### src/design/hccu_pkg.sv
// shared types, constants and keyword tables for the connection header classifier
package hccu_pkg;

    // one input beat as it travels inside the block
    typedef struct packed {
        logic [7:0] header_byte;
        logic       last;
        logic       no_value;
        logic       is_http_1_0;
    } hccu_item_t;

    // one result beat
    typedef struct packed {
        logic header_error;
        logic saw_close;
        logic saw_keep_alive;
        logic saw_upgrade;
        logic should_close;
    } hccu_result_t;

    // keyword indexes, also bit positions in candidate and found masks
    localparam int KW_NUM = 3;
    localparam logic [1:0] KW_CLOSE      = 2'd0;
    localparam logic [1:0] KW_KEEP_ALIVE = 2'd1;
    localparam logic [1:0] KW_UPGRADE    = 2'd2;

    localparam int POS_W = 4;
    localparam logic [POS_W-1:0] POS_MAX = 4'd15;

    localparam logic [7:0] CHAR_COMMA = 8'h2C;
    localparam logic [7:0] CHAR_SPACE = 8'h20;
    localparam logic [7:0] CHAR_TAB   = 8'h09;
    localparam logic [7:0] CHAR_UC_A  = 8'h41;
    localparam logic [7:0] CHAR_UC_Z  = 8'h5A;
    localparam logic [7:0] CASE_FOLD  = 8'h20;

    // keyword length in bytes
    function automatic logic [POS_W-1:0] kw_len(input logic [1:0] kw);
        logic [POS_W-1:0] len;
        unique case (kw)
            KW_CLOSE:      len = 4'd5;
            KW_KEEP_ALIVE: len = 4'd10;
            KW_UPGRADE:    len = 4'd7;
            default:       len = 4'd0;
        endcase
        return len;
    endfunction

    // lower-case keyword text, zero past the end
    function automatic logic [7:0] kw_char(input logic [1:0] kw, input logic [POS_W-1:0] pos);
        logic [7:0] ch;
        ch = 8'h00;
        unique case (kw)
            KW_CLOSE: begin
                unique case (pos)
                    4'd0: ch = "c";
                    4'd1: ch = "l";
                    4'd2: ch = "o";
                    4'd3: ch = "s";
                    4'd4: ch = "e";
                    default: ch = 8'h00;
                endcase
            end
            KW_KEEP_ALIVE: begin
                unique case (pos)
                    4'd0: ch = "k";
                    4'd1: ch = "e";
                    4'd2: ch = "e";
                    4'd3: ch = "p";
                    4'd4: ch = "-";
                    4'd5: ch = "a";
                    4'd6: ch = "l";
                    4'd7: ch = "i";
                    4'd8: ch = "v";
                    4'd9: ch = "e";
                    default: ch = 8'h00;
                endcase
            end
            KW_UPGRADE: begin
                unique case (pos)
                    4'd0: ch = "u";
                    4'd1: ch = "p";
                    4'd2: ch = "g";
                    4'd3: ch = "r";
                    4'd4: ch = "a";
                    4'd5: ch = "d";
                    4'd6: ch = "e";
                    default: ch = 8'h00;
                endcase
            end
            default: ch = 8'h00;
        endcase
        return ch;
    endfunction

endpackage

### src/design/hccu_parse.sv
// token matching state and per-beat update, result on the last beat
module hccu_parse import hccu_pkg::*; (
    input  logic         aclk,
    input  logic         aresetn,
    input  logic         step,
    input  hccu_item_t   item,
    output logic         result_valid,
    output hccu_result_t result
);

    logic [POS_W-1:0]  pos_reg, pos_next;
    logic [KW_NUM-1:0] cand_reg, cand_next;
    logic              seg_reg, seg_next;
    logic              started_reg, started_next;
    logic              ended_reg, ended_next;
    logic [KW_NUM-1:0] found_reg, found_next;
    logic              err_reg, err_next;

    logic              byte_in;
    logic              is_comma;
    logic              is_blank;
    logic [7:0]        lower;
    logic              end_seg;
    logic [KW_NUM-1:0] hit;

    assign byte_in  = !item.no_value;
    assign is_comma = (item.header_byte == CHAR_COMMA);
    assign is_blank = (item.header_byte == CHAR_SPACE) || (item.header_byte == CHAR_TAB);
    assign lower    = ((item.header_byte >= CHAR_UC_A) && (item.header_byte <= CHAR_UC_Z))
                    ? (item.header_byte + CASE_FOLD) : item.header_byte;

    // byte update, segment close and end of header
    always_comb begin
        pos_next     = pos_reg;
        cand_next    = cand_reg;
        seg_next     = seg_reg;
        started_next = started_reg;
        ended_next   = ended_reg;
        found_next   = found_reg;
        err_next     = err_reg;
        hit          = '0;

        // advance the matcher on a non-comma byte
        if (byte_in && !is_comma) begin
            seg_next = 1'b1;
            if (is_blank) begin
                ended_next = ended_reg | started_reg;
            end else begin
                if (ended_reg) begin
                    cand_next = '0;
                end
                started_next = 1'b1;
                for (int k = 0; k < KW_NUM; k++) begin
                    if (cand_next[k] && ((pos_reg >= kw_len(2'(k))) ||
                                         (kw_char(2'(k), pos_reg) != lower))) begin
                        cand_next[k] = 1'b0;
                    end
                end
                if (pos_reg != POS_MAX) begin
                    pos_next = pos_reg + 4'd1;
                end
            end
        end

        // close the segment on a comma or at the end of a nonempty tail
        end_seg = (byte_in && is_comma) || (item.last && seg_next);
        for (int k = 0; k < KW_NUM; k++) begin
            hit[k] = cand_next[k] && (pos_next == kw_len(2'(k)));
        end
        if (end_seg) begin
            if (!started_next || (hit == '0)) begin
                err_next = 1'b1;
            end else if (hit[KW_CLOSE] && found_reg[KW_KEEP_ALIVE]) begin
                err_next = 1'b1;
            end else if (hit[KW_KEEP_ALIVE] && found_reg[KW_CLOSE]) begin
                err_next = 1'b1;
            end else begin
                found_next = found_reg | hit;
            end
            pos_next     = '0;
            cand_next    = '1;
            seg_next     = 1'b0;
            started_next = 1'b0;
            ended_next   = 1'b0;
        end

        // result from the final flags
        result_valid = item.last;
        if (err_next) begin
            result = '{header_error: 1'b1, saw_close: 1'b0, saw_keep_alive: 1'b0,
                       saw_upgrade: 1'b0, should_close: 1'b1};
        end else begin
            result.header_error   = 1'b0;
            result.saw_close      = found_next[KW_CLOSE];
            result.saw_keep_alive = found_next[KW_KEEP_ALIVE];
            result.saw_upgrade    = found_next[KW_UPGRADE];
            result.should_close   = (found_next == '0) ? item.is_http_1_0
                                                       : found_next[KW_CLOSE];
        end

        // header done, start over
        if (item.last) begin
            found_next = '0;
            err_next   = 1'b0;
        end
    end

    // matcher state
    always_ff @(posedge aclk) begin
        if (!aresetn) begin
            pos_reg     <= '0;
            cand_reg    <= '1;
            seg_reg     <= 1'b0;
            started_reg <= 1'b0;
            ended_reg   <= 1'b0;
            found_reg   <= '0;
            err_reg     <= 1'b0;
        end else if (step) begin
            pos_reg     <= pos_next;
            cand_reg    <= cand_next;
            seg_reg     <= seg_next;
            started_reg <= started_next;
            ended_reg   <= ended_next;
            found_reg   <= found_next;
            err_reg     <= err_next;
        end
    end

`ifndef NO_ASSERTIONS
    // state is back to reset after the final beat
    a_clear_after_last: assert property (@(posedge aclk) disable iff (!aresetn)
        step && item.last |=> (pos_reg == '0) && (found_reg == '0) && !err_reg && !seg_reg)
        else $error("state not cleared after last beat");

    // close and keep-alive never recorded together
    a_no_conflict: assert property (@(posedge aclk) disable iff (!aresetn)
        !(found_reg[KW_CLOSE] && found_reg[KW_KEEP_ALIVE]))
        else $error("close and keep-alive both found");

    // a token cannot start before the segment holds a byte
    a_started_in_seg: assert property (@(posedge aclk) disable iff (!aresetn)
        started_reg |-> seg_reg)
        else $error("token started in empty segment");
`endif

endmodule

### src/design/http_connection_header_classifier_unit.sv
// Connection header classifier top level: input register, matcher, result register.
// A result beat goes from the input register through the matcher into the result register.
// Throughput: one input beat per cycle; the matcher updates once per beat.
// The input register moves on unless a result must wait for a stalled output.
// Reset: aresetn synchronous, active low; clears valids and all matcher state.
module http_connection_header_classifier_unit import hccu_pkg::*; (
    input  logic        aclk,
    input  logic        aresetn,
    input  logic        s_axis_tvalid,
    output logic        s_axis_tready,
    input  logic [15:0] s_axis_tdata,  // header_byte[7:0], is_http_1_0[8], zero fill
    input  logic        s_axis_tlast,
    input  logic        s_axis_tuser,  // no_value
    output logic        m_axis_tvalid,
    input  logic        m_axis_tready,
    output logic [7:0]  m_axis_tdata   // header_error, saw_close, saw_keep_alive,
                                       // saw_upgrade, should_close, zero fill
);

    logic         in_valid_reg;
    hccu_item_t   in_item_reg;
    logic         out_valid_reg;
    hccu_result_t out_result_reg;

    logic         step;
    logic         result_valid;
    hccu_result_t result;

    // the held beat moves on when it makes no result or the output slot frees
    assign step          = in_valid_reg && (!in_item_reg.last || !out_valid_reg || m_axis_tready);
    assign s_axis_tready = !in_valid_reg || step;

    // input register
    always_ff @(posedge aclk) begin
        if (!aresetn) begin
            in_valid_reg <= 1'b0;
        end else if (s_axis_tready) begin
            in_valid_reg <= s_axis_tvalid;
        end
    end

    always_ff @(posedge aclk) begin
        if (s_axis_tvalid && s_axis_tready) begin
            in_item_reg.header_byte <= s_axis_tdata[7:0];
            in_item_reg.is_http_1_0 <= s_axis_tdata[8];
            in_item_reg.last        <= s_axis_tlast;
            in_item_reg.no_value    <= s_axis_tuser;
        end
    end

    hccu_parse u_parse (
        .aclk         (aclk),
        .aresetn      (aresetn),
        .step         (step),
        .item         (in_item_reg),
        .result_valid (result_valid),
        .result       (result)
    );

    // result register
    always_ff @(posedge aclk) begin
        if (!aresetn) begin
            out_valid_reg <= 1'b0;
        end else if (step && result_valid) begin
            out_valid_reg <= 1'b1;
        end else if (m_axis_tready) begin
            out_valid_reg <= 1'b0;
        end
    end

    always_ff @(posedge aclk) begin
        if (step && result_valid) begin
            out_result_reg <= result;
        end
    end

    assign m_axis_tvalid = out_valid_reg;
    assign m_axis_tdata  = {3'b000,
                            out_result_reg.should_close,
                            out_result_reg.saw_upgrade,
                            out_result_reg.saw_keep_alive,
                            out_result_reg.saw_close,
                            out_result_reg.header_error};

`ifndef NO_ASSERTIONS
    // an error beat carries no keyword flags and closes
    a_error_flags: assert property (@(posedge aclk) disable iff (!aresetn)
        out_valid_reg && out_result_reg.header_error |->
            !out_result_reg.saw_close && !out_result_reg.saw_keep_alive &&
            !out_result_reg.saw_upgrade && out_result_reg.should_close)
        else $error("error result carries flags");

    // close always leads to should_close
    a_close_closes: assert property (@(posedge aclk) disable iff (!aresetn)
        out_valid_reg && out_result_reg.saw_close |-> out_result_reg.should_close)
        else $error("close without should_close");

    // a result beat cannot be overwritten while stalled
    a_no_overwrite: assert property (@(posedge aclk) disable iff (!aresetn)
        out_valid_reg && !m_axis_tready |-> !(step && result_valid))
        else $error("stalled result overwritten");

    // input side stalls only behind a held beat
    a_stall_reason: assert property (@(posedge aclk) disable iff (!aresetn)
        !s_axis_tready |-> in_valid_reg && in_item_reg.last && out_valid_reg)
        else $error("unexpected input stall");
`endif

endmodule

### config.mk
export PLATFORM = sky130hd
export DESIGN_NAME = http_connection_header_classifier_unit
export DESIGN_NICKNAME = d
export VERILOG_FILES = /design/src/design/hccu_pkg.sv /design/src/design/hccu_parse.sv /design/src/design/http_connection_header_classifier_unit.sv
export SDC_FILE = /design/constraint.sdc
export NUM_CORES = 1
export LEC_CHECK = 0
export BUFFER_PORTS_ARGS = -buffer_cell sky130_fd_sc_hd__buf_4
export CORE_MARGIN = 4
export CORE_UTILIZATION = 35
export CTS_CLUSTER_DIAMETER = 100
export DETAILED_ROUTE_END_ITERATION = 8
export PLACE_DENSITY = 0.57
export RECOVER_POWER = 50
export SLEW_MARGIN = 0
export SYNTH_ARGS = -nofsm -noshare
export SYNTH_HDL_FRONTEND = slang
export SYNTH_HIERARCHICAL = 1
export SYNTH_SLANG_ARGS = --single-unit
### constraint.sdc
create_clock -name aclk -period 8.7 [get_ports aclk]
set_clock_uncertainty 0.2 [all_clocks]
set_input_delay 0.87 -clock aclk [delete_from_list [all_inputs] [get_ports aclk]]
set_output_delay 0.87 -clock aclk [all_outputs]
set_load 0.02 [all_outputs]
After elaboration in Yosys (flattened, before gate mapping):

Memories as Yosys holds them, arrays and structs flattened. A register that Yosys moved wholly into a read port is not among the register bits.
Cells that the tools add are included.

* $add $sub $neg: 2
* magnitude comparators: 5
* eq/ne operators: 16
* mux-type cells: 52
* bitwise gates (word level): 2
* reductions and logical operators: 37

Operators with widths (number)
* 8-bit 2-to-1 mux: 7
* 7-bit case mux with 7 select lines: 1
* 4-bit 2-to-1 mux: 12
* 7-bit case mux with 5 select lines: 1
* 3-bit 2-to-1 mux: 11
* 8-bit != test: 3
* 4-bit by 3-bit equality test with 1-bit output, second input constant: 5
* 1-bit 2-to-1 mux: 19
* 8-bit by 6-bit equality test with 1-bit output, second input constant: 2
* 1-bit logical AND: 15
* 4-bit greater-or-equal comparator: 3
* 1-bit logical OR: 9
* 8-bit by 6-bit adder with 8-bit output, second input constant: 1
* 4-bit by 2-bit equality test with 1-bit output, second input constant: 2
* 8-bit by 4-bit equality test with 1-bit output, second input constant: 1
* 8-bit by 7-bit greater-or-equal comparator with 1-bit output, second input constant: 1
* 8-bit by 7-bit <= comparator with 1-bit output, second input constant: 1
* 1-bit zero test: 6
* 3-bit zero test: 2
* 2-bit nonzero test: 3
* 5-bit 2-to-1 mux: 1
* 4-bit by 1-bit adder with 4-bit output, second input constant: 1
* 4-bit by 1-bit equality test with 1-bit output, second input constant: 1
* 4-bit equality test, second input constant: 1
* 5 further kinds: 5

* register bits after elaboration: 32
* memory bits (read-only): 112
* input bits: 22
* word-level logic and storage cells: 133
* memories: 1

Memory list
* (no name shown): words 16, bits a word 7, rd ports 1, clocked after Yosys merged registers in 1, wr ports 0, RTL line hccu_pkg.sv:65 `unique case (pos)`

Logic depth before layout (Yosys ltp):

Gate-level depths: netlist of run 1.

* depth in word-level cells: 19
* mapped depth: 11
* mapped depth without buffers: 10

Hierarchy:

Netlist of run 1, hierarchy kept.

By module, submodules not included
* hccu_parse: instances 1, cells each 241, area each 1931.9 um^2
* http_connection_header_classifier_unit: instances 1, cells each 33, area each 616.8 um^2

Worst setup path before layout of run 1:

No wires, ideal clock.

* kind: reg-to-reg
* from: register in_item_reg[8] (netlist name)
* to: register with a tool-made name
* data arrival time: 2.834 ns
* required time: 8.425 ns
* path slack: 5.592 ns
* stages on the path, launching flop included: 12
* cells stage by stage: edfxtp_1 buf_2 nor4b_1 o31a_4 a311oi_4 mux2_1 a22oi_1 nand2b_1 inv_1 ha_1 mux2_2 o22ai_1

RTL lines
* start, declared: RTL line http_connection_header_classifier_unit.sv:21 `hccu_item_t in_item_reg;`

==> results.py, run 1 <==
metrics = {
    "power": {
        "powerDensity_nw_per_um2": 133,
        "seqPwrFrac_pct": 55.8,
        "p_switching_uw": 96.2,
        "switching_share_pct": 25.9,
        "clock_power_share_pct": 31.6,
        "power.internal_uw": 275,
        "total_leakage_power_uw": 0.00104,
        "peakVddDrop_v": 0.000117,
        "pwr-share-comb_pct": 12.7,
    },
    "global_route": {
        "grt_pass1_vias": 1830,
        "grt_pass1_wl_mm": 8.89,
        "grt_max_degree": 19,
        "antenna_found_initial": 0,
        "grtUsageTotal_pct": 12.9,
        "grt_overflow": 0,
    },
    "final_layout": {
        "finalNetCount": 318,
        "n_antenna_cell": 0,
        "layout_common_cells": "nor2_1, dfxtp_1, edfxtp_1",
        "drive_gt1_share_pct": 13.6,
        "area_growth_pct": 9.47,
        "final_common_cell": "nor2_1",
    },
    "timing": {
        "maxSlewViolCount": 0,
        "fin_crit_sh_pct": 42.1,
        "rsz0062_at_grt": "no",
        "finalHoldViolCount": 0,
        "clock.fmax_mhz": 273,
        "fin_setup_tns_ps": 0,
        "tightest_slew_ps": 887,
        "worst_slack_ps": 5040,
        "hold_ws_ps": 285,
        "relSlewSlack_pct": 40.6,
        "setup_viol": 0,
        "fin_crit_ps": 3660,
    },
    "clock_network": {
        "cts_sinks": 39,
        "cts-root-buf": "clkbuf_8",
        "cts_resized": 0,
        "cts_tree": "built",
        "clk_pin_slew_ps": 80,
        "cts_buffers": 5,
        "h-tree-depth": 2,
        "post_cts_buffers": 0,
        "clock_latency_ps": 290,
        "clock_path_buffers": 2,
        "cts_hold_buf": 0,
    },
    "synth": {
        "ys_ff_latch": 39,
        "synth_ff_type": "dfxtp_1",
        "yosysWarnings": 6,
        "yosysUniqueCellTypes": 72,
        "async_flop_share_pct": 0,
        "ys_seq_area_share_pct": 36.9,
        "syn-instance-count": 274,
        "avgSynthCellArea_um2": 9.30,
        "synth_edf_count": 16,
        "syn_area_um2": 2550,
    },
    "floorplanning": {
        "dieWidth_um": 93.3,
        "rows": 30,
        "core_area_um2": 6940,
        "die_y_um": 93.3,
        "boundaryPins": 32,
        "die-area_um2": 8710,
        "start_util_pct": 36.7,
    },
    "critical_path": {
        "path_max_fanout": 13,
        "crit_path_end_kind": "flop",
        "worst-path-buf-inv": 1,
        "cp_top_family": "compound AO/OA/AOI/OAI gates",
        "cpPeakStageDelay_ps": 590,
        "critical_path_arrival_ps": 3660,
        "crit_chain": "and4bb_1 -> o31a_4 -> a311oi_4 -> mux2_1 -> a22oi_1 -> nand2b_1 -> inv_1 -> ha_1 -> mux2_2 -> o22ai_1",
        "worst_path_max_delay_cell": "edfxtp_1",
        "cp.required_ps": 8700,
        "criticalPathCategory": "flop to flop",
        "cp-start-kind": "flop",
    },
    "place": {
        "dp_hpwl_mm": 4.07,
        "place.gp.congestion": 0.856,
        "preCtsSetupSlack_ps": 4790,
        "numPortBuffers": 21,
    },
    "drt": {
        "routedWlPerCell_um": 14.2,
        "via_count": 1997,
        "drt-pass1-iter-count": 4,
        "viasPerCell": 5.23,
        "ant_nets": 0,
        "drtIter0Drc": 120,
        "wl_mm": 5.42,
        "drc": 0,
    },
    "hold_path": {
        "hold_class": "flop to flop",
    },
    "flow_run": {
        "max_cap_viol_count": 0,
    },
    "outcome": {
        "status": "complete, no violations",
    },
}
[worst paths after layout]
path                                     startpoint                   to  slack (ps)  cells past startpoint
worst max-delay path                 in_item_reg[6]                 flop        5040                     10
worst min-delay path            u_parse/cand_reg[0]  u_parse/cand_reg[0]         290                      1
worst max register to register       in_item_reg[6]                 flop        5040                     10
worst min register to register  u_parse/cand_reg[0]  u_parse/cand_reg[0]         290                      1
[synth_stat cells, types with 3 or more instances]
cell,instances,area [µm²]
a211oi_1,3,22.5
a21o_1,3,22.5
a21oi_1,15,75.1
a31oi_1,6,37.5
and2_1,4,25.0
and3_1,3,18.8
buf_4,5,37.5
clkbuf_1,9,33.8
dfxtp_1,23,460
edfxtp_1,16,480
ha_1,11,138
inv_1,15,56.3
mux2i_1,3,30.0
nand2_1,14,52.6
nand2b_1,8,50.1
nand3_1,5,25.0
nor2_1,26,97.6
nor2b_1,4,25.0
nor3_1,5,25.0
nor4_1,5,31.3
o21ai_0,10,50.1
o31a_1,3,26.3
o31ai_1,4,30.0
xnor2_1,4,35.0
xor2_1,8,70.1
[cell families (layout without fill, tap and decap cells)]
family / Yosys count / after routing / synth area share (%)
fa+ha+maj: 11 / 11 / 5.40
simple gates: 97 / 97 / 21.9
flops: 39 / 39 / 36.9
other cells: 1 / 3 / 0.147
compound gates: 74 / 74 / 22.6
buf+inv: 34 / 44 / 6.43
mux: 6 / 6 / 2.50
xor+xnor: 12 / 12 / 4.12
[stage by stage]
step | power, µW | instances | util, % | area, µm²
after floorplan | 246 | 276 | - | 2560
after global placement | 258 | 374 | 39.3 | 2730
after detailed placement | 259 | 374 | 39.3 | 2730
after CTS | 377 | 382 | 40.4 | 2810
after global routing | 390 | 382 | 40.2 | 2790
final | 371 | 382 | 40.2 | 2790
[power by group through the flow]
stage | logic, µW | registers (µW) | clock network (µW)
4_1_cts | 48.0 | 207 | 122
5_1_grt | 52.6 | 208 | 129
3_3_place_gp | 47.1 | 211 | 0
6_report | 47.0 | 207 | 117
3_5_place_dp | 47.7 | 211 | 0
2_1_floorplan | 40.6 | 206 | 0
[worst reg2reg max path: stages, from the launching register on]
cell	delay [ps]
edfxtp_1	590
and4bb_1	310
o31a_4	390
a311oi_4	400
mux2_1	410
a22oi_1	200
nand2b_1	290
inv_1	130
ha_1	230
mux2_2	260
o22ai_1	170
[layer usage]
metal	global-route usage, %	wire, µm
met1	17.9	2620
met2	20.3	2550
met3	2.17	191
met4	4.40	61
met5	0	0
[final cells by class]
cell class                      count  area, µm²
Tap cell                           96        120
Clock inverter                      1       5.00
Clock buffer                        7       76.3
Multi-Input combinational cell    203       1450
Fill cell                         713       4150
Sequential cell                    39        941
Timing Repair Buffer               21        146
Inverter                           15       56.3
Note: power is estimated with default switching activity, not from simulation.
==> run 2, diff against run 1 <==
==> constraint.sdc (replaced) <==
create_clock -name aclk -period 3.8 [get_ports aclk]
set_clock_uncertainty 0.2 [all_clocks]
set_input_delay 0.38 -clock aclk [delete_from_list [all_inputs] [get_ports aclk]]
set_output_delay 0.38 -clock aclk [all_outputs]
set_load 0.02 [all_outputs]
==> results.py, run 2 (synthesized netlist as in run 1, its figures left out) <==
metrics = {
    "global_route": {
        "grt-busiest-layer": "met2",
        "grt_overflow": 0,
        "grtUsageMet1_pct": 18.4,
        "grt_max_degree": 19,
        "grt_pass1_vias": 1951,
        "grt_pass1_wl_mm": 9.29,
        "antenna_found_initial": 0,
        "grtUsageTotal_pct": 13.3,
        "grt_use_met3_pct": 2.33,
        "use_met2_pct": 20.0,
    },
    "drt": {
        "viasPerCell": 5.17,
        "via_count": 1991,
        "ant_nets": 0,
        "drtIter0Drc": 165,
        "drt-pass1-iter-count": 4,
        "wl_mm": 5.40,
        "drc": 0,
        "routedWlPerCell_um": 14.0,
    },
    "final_layout": {
        "final_common_cell": "nor2_1",
        "area_growth_pct": 10.2,
        "n_antenna_cell": 0,
        "final_util_pct": 40.4,
        "drive_gt1_share_pct": 13.8,
        "layout_common_cells": "nor2_1, dfxtp_1, edfxtp_1",
        "n_fill_cell": 712,
        "finalNetCount": 321,
    },
    "floorplanning": {
        "die_y_um": 93.3,
        "start_util_pct": 36.7,
        "boundaryPins": 32,
        "core_area_um2": 6940,
        "die-area_um2": 8710,
        "dieWidth_um": 93.3,
        "rows": 30,
    },
    "place": {
        "place.gp.congestion": 0.813,
        "dp_hpwl_mm": 4.05,
        "numPortBuffers": 21,
    },
    "timing": {
        "finalHoldViolCount": 0,
        "fin_setup_tns_ps": 0,
        "maxSlewViolCount": 0,
        "relSlewSlack_pct": 49.1,
        "rsz0062_at_grt": "no",
        "clock.fmax_mhz": 292,
        "fin_crit_sh_pct": 90.1,
        "tightest_slew_ps": 762,
        "fin_crit_ps": 3420,
        "setup_viol": 0,
    },
    "critical_path": {
        "criticalPathCategory": "flop to flop",
        "cp-start-kind": "flop",
        "cp.required_ps": 3800,
        "path_max_fanout": 13,
        "crit_path_end_kind": "flop",
        "critical_path_arrival_ps": 3430,
    },
    "clock_network": {
        "clk_pin_slew_ps": 70,
        "clock_latency_ps": 290,
        "cts_resized": 0,
        "cts_hold_buf": 0,
        "h-tree-depth": 2,
        "cts_sinks": 39,
        "post_cts_buffers": 0,
        "cts-root-buf": "clkbuf_8",
        "cts_tree": "built",
        "cts_buffers": 5,
        "clock_path_buffers": 2,
    },
    "power": {
        "total_leakage_power_uw": 0.00106,
        "finalPower_uw": 851,
        "peakVddDrop_v": 0.000160,
        "powerDensity_nw_per_um2": 303,
    },
    "outcome": {
        "status": "complete, no violations",
    },
    "hold_path": {
        "hold_class": "input pin to flop",
    },
    "flow_run": {
        "max_cap_viol_count": 0,
    },
}
## run 2: cell types whose count changed in the layout (fill, tap and decap cells not counted)
cell / delta
clkbuf_1: +3
nand4b_1: -1
nand4b_2: +1
## run 2: final timing paths
path / start / end / slack (ps) / cells past startpoint
worst min-delay path: s_axis_tdata[7] / in_item_reg[10] / 90 / 1
worst max register to register: in_item_reg[6] / flop / 380 / 10
worst max-delay path: in_item_reg[6] / flop / 380 / 10
worst min register to register: u_parse/seg_reg / u_parse/seg_reg / 280 / 2
## run 2: metal layers
metal | share of wire [%] | vias up
met5 | 0 | -
met4 | 3.1 | 0
met3 | 4.1 | 12
met2 | 43 | 53
met1 | 49 | 903
li1 | - | 1023
## run 2: critical path: stages, from the launching register on
cell      delay (ps)
edfxtp_1         590
and4bb_1         310
o31a_4           380
a311oi_4         360
mux2_1           390
a22oi_1          220
nand2b_1         170
inv_1             80
ha_1             220
mux2_2           270
o22ai_1          160
## run 2: where the power goes
part	internal (µW)	total [µW]	switching [µW]
sequential	452	473	21.1
combinational	50.1	111	60.6
clock	129	267	139
total	630	851	220
## run 2: through the flow
| stage | cells | hold slack [ps] | setup slack, ps | instance area (µm²) |
|---|---|---|---|---|
| 6_report | 385 | 85.5 | 376 | 2810 |
| 5_1_grt | 385 | 70.9 | 215 | 2810 |
| 4_1_cts | 385 | 54.3 | 379 | 2830 |
| 3_5_place_dp | 377 | 265 | 415 | 2750 |
| 3_3_place_gp | 377 | 259 | 434 | 2750 |
| 2_1_floorplan | 276 | 240 | 692 | 2560 |
## run 2: cell type report
class	count	area, µm²	area share, %
inverter	15	56.3	2.01
clock inverter	1	5.00	0.178
multi-input combinational	203	1450	51.7
tap	96	120	4.28
sequential	39	941	33.5
timing repair buffer	24	158	5.61
clock buffer	7	76.3	2.72
